--- config.mk ---
export PLATFORM = sky130hd
export DESIGN_NAME = sudoku_backtracking_solver
export DESIGN_NICKNAME = d
export VERILOG_FILES = /design/src/rtl/sbs_pkg.sv /design/src/rtl/sudoku_backtracking_solver.sv /design/src/rtl/sbs_row_ram.sv
export SDC_FILE = /design/constraint.sdc
export NUM_CORES = 2
export LEC_CHECK = 0
export BUFFER_PORTS_ARGS = -buffer_cell sky130_fd_sc_hd__buf_2
export CORE_MARGIN = 2
export CORE_UTILIZATION = 30
export DETAILED_ROUTE_END_ITERATION = 12
export SYNTH_ARGS = -nofsm -noshare
export SYNTH_HDL_FRONTEND = slang
export SYNTH_SLANG_ARGS = --single-unit
export TNS_END_PERCENT = 20
--- constraint.sdc ---
create_clock -name aclk -period 8.2 [get_ports aclk]
set_clock_uncertainty 0.15 [all_clocks]
set_input_delay 0.82 -clock aclk [delete_from_list [all_inputs] [get_ports aclk]]
set_output_delay 0.82 -clock aclk [all_outputs]
set_load 0.01 [all_outputs]
--- src/rtl/sbs_pkg.sv ---
// Package for the backtracking puzzle solver: grid geometry and helper types.
// No dependencies.
`default_nettype none
package sbs_pkg;
    localparam int BOX_SIDE  = 3;
    localparam int SIDE      = BOX_SIDE * BOX_SIDE;
    localparam int ROW_W     = 36;
    localparam int CELL_W    = 4;
    localparam int ROWIDX_W  = 4;
    localparam int COLIDX_W  = 4;
    localparam int CURSOR_W  = 7;
    localparam int CELLS     = SIDE * SIDE;

    typedef logic [CELL_W-1:0] cell_t;
    typedef logic [ROWIDX_W-1:0] ridx_t;
    typedef logic [ROW_W-1:0] row_t;

    // one grid row: digit and given flag per position
    typedef struct packed {
        logic [SIDE-1:0][CELL_W-1:0] val;
        logic [SIDE-1:0]             given;
    } grow_t;
endpackage
`default_nettype wire

--- src/rtl/sudoku_backtracking_solver.sv ---
// Top level of the backtracking puzzle solver: load, search sequencer, output.
// Depends on sbs_pkg and sbs_row_ram.
//
//  channel  | dir | tdata                 | tuser / tlast
//  s_axis   | in  | row_cells[35:0]       | tlast = last_row
//  m_axis   | out | row_cells_res[35:0]   | tuser[0] = solved, tlast = last_result
//
// Rows load one per cycle while s_axis_tready is high. After the last row the
// row store is scanned once to build digit masks per row, column and box,
// kept apart for givens and for searched cells. Each cursor step reads the
// cell's row (S_SRD), then picks the next free digit and writes the row back
// (S_SEX); the write lands before the next read, so no forwarding is needed.
// Results are read out of the row store row by row (S_ORD, S_OSEND) into an
// output register; m_axis_tready stalls both that register and the readout.
// A failure item is loaded in S_OSEND after the search gives up. s_axis_tready
// stays low from the last row until the final result is in the output register.
// Reset clears control state; the row store and the masks have no reset.
`default_nettype none
module sudoku_backtracking_solver (
    input  wire logic        aclk,
    input  wire logic        aresetn,
    input  wire logic        s_axis_tvalid,
    output logic             s_axis_tready,
    input  wire logic [39:0] s_axis_tdata,   // row_cells[35:0], zero pad
    input  wire logic        s_axis_tlast,
    output logic             m_axis_tvalid,
    input  wire logic        m_axis_tready,
    output logic [39:0]      m_axis_tdata,   // row_cells_res[35:0], zero pad
    output logic [0:0]       m_axis_tuser,   // solved
    output logic             m_axis_tlast
);
    import sbs_pkg::*;

    typedef enum logic [2:0] {S_LOAD, S_FETCH, S_SRD, S_SEX, S_ORD, S_OSEND} st_t;
    typedef logic [SIDE:1] dmask_t;     // one bit per digit

    st_t st_reg;

    ridx_t load_row_count_reg;
    logic [CURSOR_W-1:0] search_cursor_reg;
    ridx_t pr_reg;                      // cursor row
    logic [COLIDX_W-1:0] pc_reg;        // cursor column
    logic fwd_reg;
    logic ok_reg;
    ridx_t rd_reg;          // rows requested counter
    logic  rvalid_reg;
    ridx_t rrow_reg;

    // digits held by givens (gv_) and by searched cells (sc_)
    dmask_t gv_row_reg [SIDE];
    dmask_t gv_col_reg [SIDE];
    dmask_t gv_box_reg [SIDE];
    dmask_t sc_row_reg [SIDE];
    dmask_t sc_col_reg [SIDE];
    dmask_t sc_box_reg [SIDE];

    logic   we;
    ridx_t  waddr, raddr;
    grow_t  wdata, rdata;

    sbs_row_ram u_ram (.aclk(aclk), .we(we), .waddr(waddr), .wdata(wdata),
                       .raddr(raddr), .rdata(rdata));

    function automatic dmask_t digit_bit(cell_t v);
        dmask_t m;
        for (int d = 1; d <= SIDE; d++) m[d] = (v == CELL_W'(d));
        return m;
    endfunction

    // band (or stack) of a row (or column) index
    function automatic ridx_t band_of(ridx_t i);
        ridx_t b;
        b = '0;
        for (int k = 1; k < BOX_SIDE; k++)
            if (32'(i) >= k * BOX_SIDE) b = ridx_t'(k);
        return b;
    endfunction

    wire s_acc = s_axis_tvalid && s_axis_tready;
    assign s_axis_tready = (st_reg == S_LOAD);

    // current cell, read in S_SRD and valid in the state after it (S_SEX)
    cell_t  cur_val;
    logic   cur_given;
    ridx_t  cur_box;
    dmask_t own, used;
    cell_t  start, pick;
    logic   found;
    logic   step_fwd, step_back, give_up;
    always_comb begin
        cur_val   = rdata.val[pc_reg];
        cur_given = rdata.given[pc_reg];
        cur_box   = ridx_t'(32'(band_of(pr_reg)) * BOX_SIDE + 32'(band_of(pc_reg)));
        // searched digits are unique in their units, so dropping our own is exact
        own  = digit_bit(cur_val);
        used = gv_row_reg[pr_reg] | gv_col_reg[pc_reg] | gv_box_reg[cur_box]
             | ((sc_row_reg[pr_reg] | sc_col_reg[pc_reg] | sc_box_reg[cur_box]) & ~own);
        start = fwd_reg ? CELL_W'(1) : cur_val + 1'b1;
        pick  = '0;
        found = 1'b0;
        for (int d = SIDE; d >= 1; d--) begin
            if (!used[d] && CELL_W'(d) >= start) begin
                pick = CELL_W'(d);
                found = 1'b1;
            end
        end
        step_fwd  = 1'b0;
        step_back = 1'b0;
        give_up   = 1'b0;
        if (cur_given && fwd_reg) step_fwd = 1'b1;
        else if (!cur_given && found) step_fwd = 1'b1;
        else if (search_cursor_reg == '0) give_up = 1'b1;
        else step_back = 1'b1;
    end

    // masks contributed by one fetched row
    dmask_t f_row_g, f_row_s;
    dmask_t f_col_g [SIDE];
    dmask_t f_col_s [SIDE];
    dmask_t f_box_g [BOX_SIDE];
    dmask_t f_box_s [BOX_SIDE];
    always_comb begin
        f_row_g = '0;
        f_row_s = '0;
        for (int b = 0; b < BOX_SIDE; b++) begin
            f_box_g[b] = '0;
            f_box_s[b] = '0;
        end
        for (int c = 0; c < SIDE; c++) begin
            f_col_g[c] = rdata.given[c] ? digit_bit(rdata.val[c]) : '0;
            f_col_s[c] = rdata.given[c] ? '0 : digit_bit(rdata.val[c]);
            f_row_g = f_row_g | f_col_g[c];
            f_row_s = f_row_s | f_col_s[c];
            f_box_g[c / BOX_SIDE] = f_box_g[c / BOX_SIDE] | f_col_g[c];
            f_box_s[c / BOX_SIDE] = f_box_s[c / BOX_SIDE] | f_col_s[c];
        end
    end

    // memory ports
    grow_t in_row, upd_row;
    always_comb begin
        for (int c = 0; c < SIDE; c++) begin
            in_row.val[c]   = s_axis_tdata[CELL_W*c +: CELL_W];
            in_row.given[c] = (s_axis_tdata[CELL_W*c +: CELL_W] != '0);
        end
        upd_row = rdata;
        upd_row.val[pc_reg] = found ? pick : '0;
        we = 1'b0; waddr = load_row_count_reg; wdata = in_row;
        if (st_reg == S_LOAD) begin
            we = s_acc && (32'(load_row_count_reg) < SIDE);
        end else if (st_reg == S_SEX && !cur_given) begin
            we = 1'b1;
            waddr = pr_reg;
            wdata = upd_row;
        end
        raddr = (st_reg == S_SRD) ? pr_reg : rd_reg;
    end

    wire out_free = !m_axis_tvalid || m_axis_tready;
    wire out_load = (st_reg == S_OSEND) && out_free;

    always_ff @(posedge aclk) begin
        if (!aresetn) begin
            st_reg <= S_LOAD;
            load_row_count_reg <= '0;
            search_cursor_reg <= '0;
            pr_reg <= '0;
            pc_reg <= '0;
            fwd_reg <= 1'b1;
            ok_reg <= 1'b0;
            rd_reg <= '0;
            rvalid_reg <= 1'b0;
            rrow_reg <= '0;
            m_axis_tvalid <= 1'b0;
        end else begin
            if (out_load) m_axis_tvalid <= 1'b1;
            else if (m_axis_tready) m_axis_tvalid <= 1'b0;
            if (out_load) begin
                m_axis_tdata <= ok_reg ? 40'(rdata.val) : '0;
                m_axis_tuser <= ok_reg;
                m_axis_tlast <= !ok_reg || (32'(rd_reg) == SIDE-1);
            end
            case (st_reg)
                S_LOAD: begin
                    if (s_acc) begin
                        if (s_axis_tlast) begin
                            st_reg <= S_FETCH;
                            load_row_count_reg <= '0;
                            rd_reg <= '0;
                            rvalid_reg <= 1'b0;
                            for (int k = 0; k < SIDE; k++) begin
                                gv_row_reg[k] <= '0; gv_col_reg[k] <= '0; gv_box_reg[k] <= '0;
                                sc_row_reg[k] <= '0; sc_col_reg[k] <= '0; sc_box_reg[k] <= '0;
                            end
                        end else if (32'(load_row_count_reg) < SIDE) begin
                            load_row_count_reg <= load_row_count_reg + 1'b1;
                        end
                    end
                end
                S_FETCH: begin
                    // scan all rows into the masks; the row read is registered
                    rvalid_reg <= (32'(rd_reg) < SIDE);
                    rrow_reg <= rd_reg;
                    if (32'(rd_reg) < SIDE) rd_reg <= rd_reg + 1'b1;
                    if (rvalid_reg) begin
                        gv_row_reg[rrow_reg] <= f_row_g;
                        sc_row_reg[rrow_reg] <= f_row_s;
                        for (int c = 0; c < SIDE; c++) begin
                            gv_col_reg[c] <= gv_col_reg[c] | f_col_g[c];
                            sc_col_reg[c] <= sc_col_reg[c] | f_col_s[c];
                        end
                        for (int b = 0; b < BOX_SIDE; b++) begin
                            gv_box_reg[ridx_t'(32'(band_of(rrow_reg)) * BOX_SIDE + b)] <=
                                gv_box_reg[ridx_t'(32'(band_of(rrow_reg)) * BOX_SIDE + b)]
                                | f_box_g[b];
                            sc_box_reg[ridx_t'(32'(band_of(rrow_reg)) * BOX_SIDE + b)] <=
                                sc_box_reg[ridx_t'(32'(band_of(rrow_reg)) * BOX_SIDE + b)]
                                | f_box_s[b];
                        end
                        if (32'(rrow_reg) == SIDE-1) begin
                            st_reg <= S_SRD;
                            search_cursor_reg <= '0;
                            pr_reg <= '0;
                            pc_reg <= '0;
                            fwd_reg <= 1'b1;
                        end
                    end
                end
                S_SRD: begin
                    if (32'(search_cursor_reg) >= CELLS) begin
                        ok_reg <= 1'b1; st_reg <= S_ORD; rd_reg <= '0;
                    end else st_reg <= S_SEX;
                end
                S_SEX: begin
                    if (give_up) begin
                        ok_reg <= 1'b0; st_reg <= S_OSEND;
                    end else st_reg <= S_SRD;
                    if (step_fwd) begin
                        search_cursor_reg <= search_cursor_reg + 1'b1;
                        if (32'(pc_reg) == SIDE-1) begin
                            pc_reg <= '0; pr_reg <= pr_reg + 1'b1;
                        end else pc_reg <= pc_reg + 1'b1;
                    end
                    if (step_back) begin
                        search_cursor_reg <= search_cursor_reg - 1'b1;
                        if (pc_reg == '0) begin
                            pc_reg <= COLIDX_W'(SIDE-1); pr_reg <= pr_reg - 1'b1;
                        end else pc_reg <= pc_reg - 1'b1;
                    end
                    if (!cur_given) begin
                        // own digit leaves the masks, the picked one (if any) enters
                        fwd_reg <= found;
                        sc_row_reg[pr_reg] <= (sc_row_reg[pr_reg] & ~own)
                                              | (found ? digit_bit(pick) : '0);
                        sc_col_reg[pc_reg] <= (sc_col_reg[pc_reg] & ~own)
                                              | (found ? digit_bit(pick) : '0);
                        sc_box_reg[cur_box] <= (sc_box_reg[cur_box] & ~own)
                                               | (found ? digit_bit(pick) : '0);
                    end
                end
                S_ORD: begin
                    st_reg <= S_OSEND;
                end
                S_OSEND: begin
                    if (out_free) begin
                        if (!ok_reg || 32'(rd_reg) == SIDE-1) begin
                            rd_reg <= '0; st_reg <= S_LOAD;
                        end else begin
                            rd_reg <= rd_reg + 1'b1; st_reg <= S_ORD;
                        end
                    end
                end
                default: st_reg <= S_LOAD;
            endcase
        end
    end

    ap_no_in_busy: assert property (@(posedge aclk) disable iff (!aresetn)
        s_axis_tready |-> (st_reg == S_LOAD)) else $error("ready while busy");
    ap_fail_single: assert property (@(posedge aclk) disable iff (!aresetn)
        (m_axis_tvalid && !m_axis_tuser[0]) |-> m_axis_tlast) else $error("bad fail item");
    ap_out_hold: assert property (@(posedge aclk) disable iff (!aresetn)
        (m_axis_tvalid && !m_axis_tready) |=> (m_axis_tvalid && $stable(m_axis_tdata)
        && $stable(m_axis_tlast))) else $error("output changed while stalled");
    ap_cursor: assert property (@(posedge aclk) disable iff (!aresetn)
        (st_reg == S_SRD || st_reg == S_SEX) |-> (32'(search_cursor_reg) <= CELLS))
        else $error("cursor");
    ap_cursor_rc: assert property (@(posedge aclk) disable iff (!aresetn)
        32'(search_cursor_reg) == 32'(pr_reg) * SIDE + 32'(pc_reg))
        else $error("cursor row/column out of step");
endmodule
`default_nettype wire

--- src/rtl/sbs_row_ram.sv ---
// Row-wide grid store: one row per entry, digits and given flags.
// Depends on sbs_pkg.
`default_nettype none
module sbs_row_ram (
    input  wire logic          aclk,
    input  wire logic          we,
    input  wire sbs_pkg::ridx_t waddr,
    input  wire sbs_pkg::grow_t wdata,
    input  wire sbs_pkg::ridx_t raddr,
    output sbs_pkg::grow_t     rdata
);
    import sbs_pkg::*;
    grow_t mem [SIDE];

    always_ff @(posedge aclk) begin
        if (we) begin
            mem[waddr] <= wdata;
        end
        rdata <= mem[raddr];
    end
endmodule
`default_nettype wire

==> metrics <==
number of top-level pins=89; total core area=201500 um2; Area Overhead vs Synth=14.42%; clock latency at the later pin of the worst-skew pair=0.81 ns; number of remaining DRC errors=0; wirelength, routed=185400 um; first-pass GRT wire length=267400 um; Leakage=23.16 nW; final worst setup slack=0.7771 ns; Setup Buffers After CTS=0; vias in the first global route=38780; Final Setup Violations=0; Critical Path End Type=flip-flop; initial antenna violation count=3; Port Buf Inserts=80; Reg clk slew, reported paths=0.06 ns; H-tree depth=4; layout cells sized above 1=18.07%; kind of critical path=flip-flop to flip-flop; met1 WL=72900 um; Inserted Clock Buffers=144; Max clock buf depth=3; chip width=453.6 um; CP arrival=7.94 ns; Via Count=39640; Critical Path Start Type=flip-flop; status=finished clean; required time of the critical path=8.72 ns; min cycle time layout=7.423 ns; wire length per cell=25.33 um; worst reg2reg path depth=24; WHS Endpoint=load_row_count_reg[0]; part of the power in registers=45.5%; WL met2=87090 um; period utilization=90.52%; Routed Antenna Nets=0; gpl congestion=0.9460; synth warn=0; peak supply drop=221.0 uV; Peak Freq=134.7 MHz; clock power share=34.5%; Comb power frac=20.0%; Post-layout nets=4589; row count=165; Slew Limit Headroom=10.28%; Final Max Slew Viols=0; switching share of power=31.01%; Largest Register=u_ram.mem; Int Pwr=12.80 mW; synth unique cells=94; clock root buffer=clkbuf_16; Pwr per Cell Area=267.4 nW/um2; Place WS=0.9104 ns; Starting Density=30.10%; RSZ-0062 raised after global routing=false; Hold Vio Cnt, Final=0; max-cap violations=0; max reg flops=405; sw power=5.753 mW; Reg-to-Reg Start=pc_reg[0]; post-CTS sizing=0; hpwl dp=125200 um; asr flop ratio synth=0%; Avg Vias per Cell=5.417; reg2reg end=search_cursor_reg[6]; setup TNS=0 ns; Post-Syn Instances=4376; flops & latches, synth=1331; Hold WC Path Type=input port to flip-flop; sequential area share after synthesis=64.47%; GRT Overall Usage=17.61%; # hold bufs at CTS=0; TritonCTS Sinks=1331; grt total ovfl=0; Reg2Reg Setup Slack=0.78 ns; highest metal used=met4; met3 WL=17590 um; EDFF count, synth=1244; chip height=453.6 um; Post-Syn Area=60640 um2; HP Start=s_axis_tlast; Starting DRT DRC Count=4516; Die Area=205800 um2; drt first pass iters=6; worst-margin pin slew=1.346 ns; Critical path origin=pc_reg[0]; largest net degree at the start of global routing=92; CTS tree=done; Top FF cell, synth=edfxtp_1; average size of a mapped cell=13.86 um2; Worst Hold Depth=4; crit path max fanout=9
[per-stage QoR]
| stage | hold slack [ns] | std cells | util, % | instance area [um2] | power, mW |
|---|---|---|---|---|---|
| 6_report | 0.2724 | 7317 | 34.44 | 69390 | 18.55 |
| 2_1_floorplan | 0.2781 | 4442 | - | 60890 | 10.55 |
| 3_3_place_gp | 0.3207 | 7045 | 32.12 | 64720 | 12.14 |
| 5_1_grt | 0.2867 | 7312 | 34.43 | 69370 | 19.10 |
| 3_5_place_dp | 0.3242 | 7045 | 32.12 | 64720 | 12.18 |
| 4_1_cts | 0.2403 | 7310 | 34.43 | 69370 | 18.52 |
[synth_stat cells (31+ instances only)]
cell type,n,share of area (%)
edfxtp_1,1244,62
a21oi_1,159,1.3
o21ai_0,243,2.0
o211ai_1,36,0.45
o22ai_1,56,0.58
clkbuf_1,197,1.2
dfxtp_1,87,2.9
buf_1,31,0.19
mux4_2,318,12
nor3_1,114,0.94
nand2b_1,42,0.43
inv_1,136,0.84
nand2_1,305,1.9
nand3_1,71,0.59
nor2_1,645,4.0
a31oi_1,34,0.35
and2_1,72,0.74
mux2i_1,110,1.8
nor4_1,49,0.51
[metal layers]
metal  vias to the layer above  GRT usage (%)
met1                     20140          22.72
met5                         -              0
met4                         0          7.267
met3                       435          4.264
li1                      17010              -
met2                      2056          28.34
[logic make-up (layout without fill, tap and decap cells)]
| group | count (synthesis) | in the layout | synth area share, % |
|---|---|---|---|
| flip-flops | 1331 | 1331 | 64.47 |
| adder cells (fa/ha/maj) | 25 | 25 | 0.5406 |
| AO/OA/AOI/OAI | 714 | 714 | 7.419 |
| XOR/XNOR | 8 | 8 | 0.1155 |
| multiplexers | 437 | 437 | 13.79 |
| buffers and inverters | 426 | 622 | 2.979 |
| other | 1 | 74 | 0.006184 |
| AND/OR/NAND/NOR | 1434 | 1434 | 10.68 |
[cell type report]
cell class | count | area, um2
Antenna cell | 7 | 17.52
Timing Repair Buffer | 221 | 1496
Clock buffer | 191 | 3911
Inverter | 136 | 511.7
Sequential cell | 1331 | 39110
Clock inverter | 74 | 739.5
Tap cell | 2672 | 3343
Multi-Input combinational cell | 2685 | 20260
Fill cell | 19560 | 132100
[power by group through the flow]
stage | clock network [mW] | logic, mW | registers [mW]
after floorplan | 0 | 2.23 | 8.31
after global placement | 0 | 3.59 | 8.55
after detailed placement | 0 | 3.62 | 8.56
after CTS | 6.47 | 3.64 | 8.42
after global routing | 6.74 | 3.91 | 8.45
final | 6.40 | 3.71 | 8.44
[worst max-delay path by stage]
stage,endpoint,slack (ns),cells past startpoint
floorplan,search_cursor_reg[6],1.86,28
global placement,search_cursor_reg[6],0.95,24
detailed placement,search_cursor_reg[6],0.91,24
CTS,search_cursor_reg[6],0.89,24
global route,search_cursor_reg[6],0.39,24
finish,search_cursor_reg[6],0.78,24
[cells in the final DEF, fill, tap and decap left out, types with 45 or more instances in the layout]
| cell type | count |
|---|---|
| a21oi_1 | 156 |
| o22ai_1 | 56 |
| and2_1 | 72 |
| o21ai_0 | 243 |
| nand3_1 | 70 |
| edfxtp_1 | 1244 |
| mux4_2 | 318 |
| nor2_1 | 635 |
| nor4_1 | 45 |
| inv_1 | 135 |
| mux2i_1 | 108 |
| clkbuf_16 | 145 |
| conb_1 | 67 |
| nand2_1 | 304 |
| buf_2 | 80 |
| dfxtp_1 | 82 |
| buf_4 | 138 |
| nor3_1 | 110 |
[worst max-delay path, cell delays in order, from the launching register on]
cell and delay [ns]:
dfxtp_1 0.31, inv_1 0.13, ha_1 0.51, o21ai_0 0.14, nand2b_1 0.15, ha_1 0.27
ha_4 0.17, fa_1 0.90, nor2b_1 0.64, a22o_1 0.31, or3_1 0.13, o2bb2ai_1 0.07
and3_1 0.23, o41a_1 0.54, o41ai_4 0.62, nand2_1 0.20, inv_1 0.28, ha_1 0.33
a21o_1 0.19, a21oi_1 0.23, o21bai_1 0.09, a21oi_1 0.19, or3_1 0.15, a21oi_1 0.07
a311o_1 0.28
(Power assumes the default switching activity.)
